**config.mk**
```make
export PLATFORM = sky130hd
export DESIGN_NAME = rgb_to_hsl_converter_core
export DESIGN_NICKNAME = d
export VERILOG_FILES = /design/src/design/rhc_pkg.sv /design/src/design/rgb_to_hsl_converter_core.sv /design/src/design/rhc_front.sv /design/src/design/rhc_cell.sv /design/src/design/rhc_back.sv
export SDC_FILE = /design/constraint.sdc
export NUM_CORES = 2
export LEC_CHECK = 0
export ABC_CLOCK_PERIOD_IN_PS = 19800
export BUFFER_PORTS_ARGS = -buffer_cell sky130_fd_sc_hd__buf_2
export CAP_MARGIN = 20
export CORE_MARGIN = 1.5
export CORE_UTILIZATION = 40
export CTS_BUF_LIST = sky130_fd_sc_hd__clkbuf_8
export CTS_CLUSTER_DIAMETER = 60
export DETAILED_ROUTE_END_ITERATION = 7
export PLACE_DENSITY_LB_ADDON = 0.08
export SLEW_MARGIN = 20
export SYNTH_ARGS = -nofsm -noshare
export SYNTH_HDL_FRONTEND = slang
export SYNTH_SLANG_ARGS = --single-unit
export TNS_END_PERCENT = 10
```
**constraint.sdc**
```tcl
create_clock -name clk -period 19.8 [get_ports clk]
set_clock_uncertainty 0.2 [all_clocks]
set_input_delay 5.94 -clock clk [delete_from_list [all_inputs] [get_ports clk]]
set_output_delay 5.94 -clock clk [all_outputs]
set_load 0.005 [all_outputs]
```
**src/design/rhc_pkg.sv**
```systemverilog
// ----------------------------------------------------------------------------
// rhc_pkg: shared types and constants for the RGB to HSL converter
// Channel width, divider lane layout and the word handed along the cell chain.
// ----------------------------------------------------------------------------
package rhc_pkg;

    localparam int CHANNEL_BITS = 8;
    localparam int FULL         = (1 << CHANNEL_BITS) - 1;

    // result field widths
    localparam int HUE_W = 9;
    localparam int PCT_W = 7;

    // divider geometry: one quotient bit per cell, HUE_W cells
    localparam int Q_W       = HUE_W;
    localparam int DEN_W     = CHANNEL_BITS + 1;
    localparam int NUM_W     = DEN_W + Q_W;
    localparam int NUM_CELLS = Q_W;

    // lightness = 50*sum/FULL as (50*sum * ceil(2^SHIFT/FULL)) >> SHIFT;
    // the shift keeps the rounding error below 1/FULL for sum <= 2*FULL
    localparam int     LIGHT_SHIFT  = 2 * CHANNEL_BITS + 7;
    localparam longint LIGHT_RECIP  = ((longint'(1) << LIGHT_SHIFT) + FULL - 1) / FULL;
    localparam int     LIGHT_PROD_W = NUM_W + LIGHT_SHIFT - CHANNEL_BITS + 1;

    localparam int S_TDATA_W = ((3 * CHANNEL_BITS + 7) / 8) * 8;
    localparam int M_TDATA_W = ((HUE_W + 2 * PCT_W + 7) / 8) * 8;
    localparam int M_PAD_W   = M_TDATA_W - HUE_W - 2 * PCT_W;

    localparam logic [HUE_W-1:0] HUE_WRAP = HUE_W'(360);

    // one restoring-division lane: divisor, partial remainder, and a
    // shift register that feeds numerator bits out and quotient bits in
    typedef struct packed {
        logic [DEN_W-1:0] den;
        logic [DEN_W-1:0] pr;
        logic [Q_W-1:0]   nq;
    } div_lane_t;

    typedef struct packed {
        logic             grey;
        logic             red_neg;
        div_lane_t        hue;
        div_lane_t        sat;
        logic [PCT_W-1:0] light;
    } cell_word_t;

    // numerator must satisfy num < den * 2^Q_W
    function automatic div_lane_t make_lane(logic [NUM_W-1:0] num, logic [DEN_W-1:0] den);
        div_lane_t lane;
        lane.den = den;
        lane.pr  = num[NUM_W-1:Q_W];
        lane.nq  = num[Q_W-1:0];
        return lane;
    endfunction

endpackage

```
**src/design/rgb_to_hsl_converter_core.sv**
```systemverilog
// ----------------------------------------------------------------------------
// rgb_to_hsl_converter_core: streaming RGB to HSL pixel converter
// Takes one RGB word per clock while the output is not stalled and returns hue, saturation and lightness.
// ----------------------------------------------------------------------------
// Accepts one pixel per clock and returns one result word per pixel, in
// order, after a setup stage (max/min, sector pick, dividends, lightness
// by reciprocal multiplication), nine division cells that each retire one
// quotient bit of the hue and saturation quotients, and the output register.
// Sustained rate is one word per cycle while m_tready
// stays high. When the output stalls the whole chain holds, and a one-word
// skid register still takes the word offered in that cycle. Hue is in whole
// degrees (0..359), saturation and lightness in whole percent, all truncated;
// grey pixels give hue and saturation of zero.
module rgb_to_hsl_converter_core (
    input  logic                            clk,
    input  logic                            rst_n,
    input  logic                            s_tvalid,
    output logic                            s_tready,
    // red [7:0], green [15:8], blue [23:16]
    input  logic [rhc_pkg::S_TDATA_W-1:0]   s_tdata,
    output logic                            m_tvalid,
    input  logic                            m_tready,
    // hue [8:0], saturation [15:9], lightness [22:16], zero [23]
    output logic [rhc_pkg::M_TDATA_W-1:0]   m_tdata
);

    localparam int CB        = rhc_pkg::CHANNEL_BITS;
    localparam int NUM_CELLS = rhc_pkg::NUM_CELLS;

    logic                            skid_valid_reg;
    logic                            skid_valid_next;
    logic [rhc_pkg::S_TDATA_W-1:0]   skid_data_reg;
    logic [rhc_pkg::S_TDATA_W-1:0]   src_data;
    logic                            src_valid;
    logic                            pipe_en;

    logic                            chain_valid [0:NUM_CELLS];
    rhc_pkg::cell_word_t             chain_word  [0:NUM_CELLS];

    logic [rhc_pkg::HUE_W-1:0]       hue;
    logic [rhc_pkg::PCT_W-1:0]       saturation;
    logic [rhc_pkg::PCT_W-1:0]       lightness;

    assign pipe_en   = !m_tvalid || m_tready;
    assign s_tready  = !skid_valid_reg;
    assign src_valid = skid_valid_reg || s_tvalid;
    assign src_data  = skid_valid_reg ? skid_data_reg : s_tdata;

    always_comb
    begin
        skid_valid_next = skid_valid_reg;
        if (pipe_en)
        begin
            skid_valid_next = 1'b0;
        end
        else if (s_tvalid && s_tready)
        begin
            skid_valid_next = 1'b1;
        end
    end

    always_ff @(posedge clk or negedge rst_n)
    begin
        if (!rst_n)
        begin
            skid_valid_reg <= 1'b0;
        end
        else
        begin
            skid_valid_reg <= skid_valid_next;
        end
    end

    // park the word that arrives while the chain is held
    always_ff @(posedge clk)
    begin
        if (!pipe_en && s_tvalid && s_tready)
        begin
            skid_data_reg <= s_tdata;
        end
    end

    rhc_front u_front (
        .clk       (clk),
        .rst_n     (rst_n),
        .en        (pipe_en),
        .in_valid  (src_valid),
        .red       (src_data[CB-1:0]),
        .green     (src_data[2*CB-1:CB]),
        .blue      (src_data[3*CB-1:2*CB]),
        .out_valid (chain_valid[0]),
        .out_word  (chain_word[0])
    );

    for (genvar i = 0; i < NUM_CELLS; i++)
    begin : g_cell
        rhc_cell u_cell (
            .clk       (clk),
            .rst_n     (rst_n),
            .en        (pipe_en),
            .in_valid  (chain_valid[i]),
            .in_word   (chain_word[i]),
            .out_valid (chain_valid[i+1]),
            .out_word  (chain_word[i+1])
        );
    end

    rhc_back u_back (
        .clk        (clk),
        .rst_n      (rst_n),
        .en         (pipe_en),
        .in_valid   (chain_valid[NUM_CELLS]),
        .in_word    (chain_word[NUM_CELLS]),
        .out_valid  (m_tvalid),
        .hue        (hue),
        .saturation (saturation),
        .lightness  (lightness)
    );

    assign m_tdata = {{rhc_pkg::M_PAD_W{1'b0}}, lightness, saturation, hue};

    a_hue_range: assert property (@(posedge clk) disable iff (!rst_n)
        m_tvalid |-> (hue < rhc_pkg::HUE_WRAP))
        else $error("hue out of range");

    a_pct_range: assert property (@(posedge clk) disable iff (!rst_n)
        m_tvalid |-> (saturation <= 7'd100 && lightness <= 7'd100))
        else $error("percent field out of range");

    a_skid_fill: assert property (@(posedge clk) disable iff (!rst_n)
        (s_tvalid && s_tready && !pipe_en) |=> !s_tready)
        else $error("skid word not held");

    a_skid_drain: assert property (@(posedge clk) disable iff (!rst_n)
        (skid_valid_reg && pipe_en) |=> s_tready)
        else $error("skid word not drained");

endmodule

```
**src/design/rhc_front.sv**
```systemverilog
// ----------------------------------------------------------------------------
// rhc_front: pixel setup stage
// Finds max/min, picks the hue sector, builds the hue and saturation
// dividends/divisors and computes lightness.
// ----------------------------------------------------------------------------
module rhc_front (
    input  logic                               clk,
    input  logic                               rst_n,
    input  logic                               en,
    input  logic                               in_valid,
    input  logic [rhc_pkg::CHANNEL_BITS-1:0]   red,
    input  logic [rhc_pkg::CHANNEL_BITS-1:0]   green,
    input  logic [rhc_pkg::CHANNEL_BITS-1:0]   blue,
    output logic                               out_valid,
    output rhc_pkg::cell_word_t                out_word
);

    localparam int CB     = rhc_pkg::CHANNEL_BITS;
    localparam int NUM_W  = rhc_pkg::NUM_W;
    localparam int DEN_W  = rhc_pkg::DEN_W;
    localparam int PROD_W = rhc_pkg::LIGHT_PROD_W;

    logic [CB-1:0]       hi;
    logic [CB-1:0]       lo;
    logic [DEN_W-1:0]    sum;
    logic [CB-1:0]       spread;
    logic [NUM_W-1:0]    hue_num;
    logic                red_neg;
    logic [DEN_W-1:0]    sat_den;
    logic [PROD_W-1:0]   light_prod;
    rhc_pkg::cell_word_t word_next;
    rhc_pkg::cell_word_t word_reg;
    logic                valid_reg;

    always_comb
    begin
        hi = red;
        if (green > hi) hi = green;
        if (blue > hi)  hi = blue;
        lo = red;
        if (green < lo) lo = green;
        if (blue < lo)  lo = blue;

        sum    = DEN_W'(hi) + DEN_W'(lo);
        spread = hi - lo;

        red_neg = 1'b0;
        // blue wins ties over green, green over red
        if (blue == hi)
        begin
            hue_num = NUM_W'(60) * NUM_W'(red) + NUM_W'(240) * NUM_W'(spread)
                    - NUM_W'(60) * NUM_W'(green);
        end
        else if (green == hi)
        begin
            hue_num = NUM_W'(60) * NUM_W'(blue) + NUM_W'(120) * NUM_W'(spread)
                    - NUM_W'(60) * NUM_W'(red);
        end
        else
        begin
            // divide the magnitude, fix the sign at the back end
            red_neg = green < blue;
            hue_num = red_neg ? NUM_W'(60) * NUM_W'(blue - green)
                              : NUM_W'(60) * NUM_W'(green - blue);
        end

        // lightness < 50 exactly when sum < FULL
        sat_den = (sum < DEN_W'(rhc_pkg::FULL)) ? sum
                                                : DEN_W'(2 * rhc_pkg::FULL) - sum;

        // divide by FULL through the reciprocal
        light_prod = PROD_W'(NUM_W'(50) * NUM_W'(sum)) * PROD_W'(rhc_pkg::LIGHT_RECIP);

        word_next.grey    = (spread == '0);
        word_next.red_neg = red_neg;
        word_next.hue     = rhc_pkg::make_lane(hue_num, DEN_W'(spread));
        word_next.sat     = rhc_pkg::make_lane(NUM_W'(100) * NUM_W'(spread), sat_den);
        word_next.light   = light_prod[rhc_pkg::LIGHT_SHIFT +: rhc_pkg::PCT_W];
    end

    always_ff @(posedge clk or negedge rst_n)
    begin
        if (!rst_n)
        begin
            valid_reg <= 1'b0;
        end
        else if (en)
        begin
            valid_reg <= in_valid;
        end
    end

    always_ff @(posedge clk)
    begin
        if (en)
        begin
            word_reg <= word_next;
        end
    end

    assign out_valid = valid_reg;
    assign out_word  = word_reg;

endmodule

```
**src/design/rhc_cell.sv**
```systemverilog
// ----------------------------------------------------------------------------
// rhc_cell: one restoring-division step for the hue and saturation lanes
// Shifts one numerator bit into each remainder and produces one quotient bit.
// ----------------------------------------------------------------------------
module rhc_cell (
    input  logic                clk,
    input  logic                rst_n,
    input  logic                en,
    input  logic                in_valid,
    input  rhc_pkg::cell_word_t in_word,
    output logic                out_valid,
    output rhc_pkg::cell_word_t out_word
);

    localparam int DEN_W = rhc_pkg::DEN_W;
    localparam int Q_W   = rhc_pkg::Q_W;

    function automatic rhc_pkg::div_lane_t step(rhc_pkg::div_lane_t lane);
        rhc_pkg::div_lane_t res;
        logic [DEN_W:0]     pr2;
        logic [DEN_W:0]     diff;
        logic               ge;
        pr2  = {lane.pr, lane.nq[Q_W-1]};
        diff = pr2 - {1'b0, lane.den};
        ge   = pr2 >= {1'b0, lane.den};
        res.den = lane.den;
        res.pr  = ge ? diff[DEN_W-1:0] : pr2[DEN_W-1:0];
        res.nq  = {lane.nq[Q_W-2:0], ge};
        return res;
    endfunction

    rhc_pkg::cell_word_t word_next;
    rhc_pkg::cell_word_t word_reg;
    logic                valid_reg;

    always_comb
    begin
        word_next         = in_word;
        word_next.hue     = step(in_word.hue);
        word_next.sat     = step(in_word.sat);
    end

    always_ff @(posedge clk or negedge rst_n)
    begin
        if (!rst_n)
        begin
            valid_reg <= 1'b0;
        end
        else if (en)
        begin
            valid_reg <= in_valid;
        end
    end

    always_ff @(posedge clk)
    begin
        if (en)
        begin
            word_reg <= word_next;
        end
    end

    assign out_valid = valid_reg;
    assign out_word  = word_reg;

endmodule

```
**src/design/rhc_back.sv**
```systemverilog
// ----------------------------------------------------------------------------
// rhc_back: result finishing and output register
// Wraps negative red-sector hue, forces grey pixels, holds the output word.
// ----------------------------------------------------------------------------
module rhc_back (
    input  logic                          clk,
    input  logic                          rst_n,
    input  logic                          en,
    input  logic                          in_valid,
    input  rhc_pkg::cell_word_t           in_word,
    output logic                          out_valid,
    output logic [rhc_pkg::HUE_W-1:0]     hue,
    output logic [rhc_pkg::PCT_W-1:0]     saturation,
    output logic [rhc_pkg::PCT_W-1:0]     lightness
);

    localparam int HUE_W = rhc_pkg::HUE_W;
    localparam int PCT_W = rhc_pkg::PCT_W;

    logic [HUE_W-1:0] hq;
    logic [HUE_W-1:0] hue_next;
    logic [PCT_W-1:0] sat_next;
    logic [PCT_W-1:0] light_next;
    logic [HUE_W-1:0] hue_reg;
    logic [PCT_W-1:0] sat_reg;
    logic [PCT_W-1:0] light_reg;
    logic             valid_reg;

    always_comb
    begin
        hq = in_word.hue.nq[HUE_W-1:0];
        if (in_word.grey)
        begin
            hue_next = '0;
            sat_next = '0;
        end
        else
        begin
            // negative quotient that truncated to zero stays zero
            hue_next = (in_word.red_neg && hq != '0) ? rhc_pkg::HUE_WRAP - hq : hq;
            sat_next = in_word.sat.nq[PCT_W-1:0];
        end
        light_next = in_word.light;
    end

    always_ff @(posedge clk or negedge rst_n)
    begin
        if (!rst_n)
        begin
            valid_reg <= 1'b0;
        end
        else if (en)
        begin
            valid_reg <= in_valid;
        end
    end

    always_ff @(posedge clk)
    begin
        if (en)
        begin
            hue_reg   <= hue_next;
            sat_reg   <= sat_next;
            light_reg <= light_next;
        end
    end

    assign out_valid  = valid_reg;
    assign hue        = hue_reg;
    assign saturation = sat_reg;
    assign lightness  = light_reg;

endmodule
```
==> impl_metrics.csv <==
group,metric,value,unit
finish,drive_above_1_share,0.0857,
worst_hold_path,worstHoldPathCells,0,
global_routing,antenna_found_initial,3,
routing,routed_via_density,5.01,
critical_path,setup.worst_path.end_class,"register",
global_routing,grt_pass1_vias,24300,
synthesis,netlist-cell-type-count,78,
synthesis,synth_edf_count,560,
floorplanning,die_x,307,um
clock_network,insertion_delay,750,ps
finish,final_cell_mix,"560 x edfxtp_1, 444 x ha_1, 409 x inv_1",
critical_path,r2r_cells,46,
clock_network,cts_buffers,103,
placement,post_dp_cell_area,38800,um2
sta,clock.fmax,0.0573,GHz
floorplanning,die_h,307,um
synthesis,syn-num-nets,3768,
placement,place.gp.congestion,0.860,
synthesis,synth-seq-area-share,0.462,
status,status,"completed",
placement,port_buffers,52,
floorplanning,core,91700,um2
worst_hold_path,min_path_type,"register to register",
sta,rsz0062_at_grt,"false",
floorplanning,dieArea,94400,um2
synthesis,yosys_warnings,0,
global_routing,grt_max_degree,93,
routing,drt-total-wl,72.3,mm
finish,layout_commonest_cell,"edfxtp_1",
synthesis,postSynthCellCount,3182,
sta,tightestPinTransition,1100,ps
global_routing,grt_overflow_total,0,
placement,hpwl,54.7,mm
critical_path,r2r_slack,6820,ps
critical_path,path_common_cell,"ha_1",
clock_network,cts.path.max_buffers,3,
sta,setup_viol,0,
finish,postLayoutCellArea,40700,um2
clock_network,cts_resized,0,
sta,hold_viol,0,
clock_network,clkTransAtPathRegs,60,ps
job,cap_viol_max_count,0,
sta,slew-limit-headroom,0.261,
clock_network,post_cts_buffers,0,
routing,dr.pass1.iters,5,
routing,vias,23000,
critical_path,rr_startpoint,"skid_valid_reg",
critical_path,crit_fanout,16,
clock_network,cts_htree_levels,3,
sta,tns,0,ps
routing,drt_iter0_markers,1028,
sta,final-max-slew-violation-count,0,
synthesis,async_flop_share,0.0210,
sta,fin_crit,17450,ps
worst_hold_path,hp-start,"g_cell[5].u_cell.out_word[34]",
critical_path,cp.arrival,17700,ps
synthesis,ys_ff_latch,572,
synthesis,syn_area,37000,um2
floorplanning,rows,111,
critical_path,r2r_end,"u_front.out_word[6]",
global_routing,grt.total_usage,0.157,
finish,nNetsFinal,3906,
routing,drcViolationCount,0,
floorplanning,start_util,0.404,
finish,syn_to_final_growth,9.91,%
clock_network,cts_tree,"yes",
sta,hold_ws,206,ps
sta,fin_ws,2350,ps
placement,place_ws,1690,ps
critical_path,critPathMaxStageDelay,880,ps
critical_path,worst_setup_path_start_kind,"input pin",
clock_network,cts-hold-fix-buffers,0,
routing,antenna_left,0,
synthesis,synth-main-ff-cell,"edfxtp_1",
critical_path,crit_slowest_cell,"o21ai_1",
worst_hold_path,whs_endpoint,"g_cell[6].u_cell.out_word[35]",
floorplanning,io_pins,54,
finish,largest_reg_flops,461,
synthesis,syn_avg_cell_area,11.6,um2
clock_network,cts-root-buf,"clkbuf_8",
critical_path,crit_required,20050,ps
clock_network,cts.sinks,572,
critical_path,crit_type,"input pin to register",
global_routing,grt_pass1_wl,119,mm
sta,period_share,0.881,
routing,avgRoutedWirePerCell,15.7,um
==> metrics by stage <==
step,instances,util
2_1_floorplan,3182,-
3_3_place_gp,4401,0.423
3_5_place_dp,4401,0.423
4_1_cts,4592,0.444
5_1_grt,4593,0.444
6_report,4593,0.444
==> worst max path at each step <==
stage	start	to	slack (ps)
5_1_grt	s_tdata[9]	u_front.out_word[6]	1380
2_1_floorplan	m_tready	g_cell[0].u_cell.out_word[0]	250
3_5_place_dp	s_tdata[9]	u_front.out_word[6]	1690
6_report	s_tdata[9]	u_front.out_word[6]	2350
4_1_cts	s_tdata[9]	u_front.out_word[6]	2460
3_3_place_gp	s_tdata[9]	u_front.out_word[6]	1910
==> cells in the mapped netlist, drive strengths merged, types with 15 or more instances <==
master  count  share of area
a211oi     15         0.0034
a21boi     24         0.0050
a21o      102          0.021
a21oi     233          0.032
buf        16         0.0030
clkbuf     31         0.0031
edfxtp    560           0.45
fa        114          0.062
ha        444           0.15
inv       377          0.038
mux2       49          0.015
mux2i      45          0.012
nand2     128          0.013
nand2b     37         0.0062
nand3      38         0.0051
nand4      34         0.0057
nor2      233          0.024
nor2b      74          0.012
nor3       29         0.0041
o21a       28         0.0057
o21ai     123          0.017
o21bai     34         0.0069
xnor2     198          0.047
xor2       82          0.019
==> metal layers <==
metal,global-route usage,share of wire,up-vias
li1,-,-,11600
met1,0.178,0.42,11000
met2,0.291,0.51,322
met3,0.0290,0.036,138
met4,0.0580,0.029,2
met5,0,0.000097,-
==> critical path, delay by kind of cell <==
| kind | cells | cell delay, ps |
|---|---|---|
| xor+xnor | 3 | 540 |
| fa+ha+maj | 10 | 3490 |
| mux | 2 | 920 |
| buf+inv | 5 | 780 |
| simple gates | 6 | 710 |
| compound gates | 20 | 5310 |
==> area by class of cell <==
cell class / count / area (um2)
fillers: 8482 / 51000
multi-input cells: 2186 / 18300
flip-flops and latches: 572 / 17100
well taps: 1186 / 1480
clock buffers: 106 / 1460
inverters: 377 / 1420
repair buffers: 80 / 474
clock inverters: 85 / 445
diodes: 1 / 2.50
==> cells by family (layout without fill, tap and decap cells) <==
kind of cell | Yosys count | count (layout) | share of synthesized area
flip-flops | 572 | 572 | 0.462
buffers and inverters | 424 | 648 | 0.0444
adder cells (fa/ha/maj) | 558 | 558 | 0.212
AND/OR/NAND/NOR | 615 | 615 | 0.0787
AO/OA/AOI/OAI | 638 | 638 | 0.110
other | 1 | 2 | 0.000101
multiplexers | 94 | 94 | 0.0272
XOR/XNOR | 280 | 280 | 0.0664
Power is left out: the tool's default activity adds up to more than one toggle a clock period on the data nets, which glitch-free logic cannot reach.
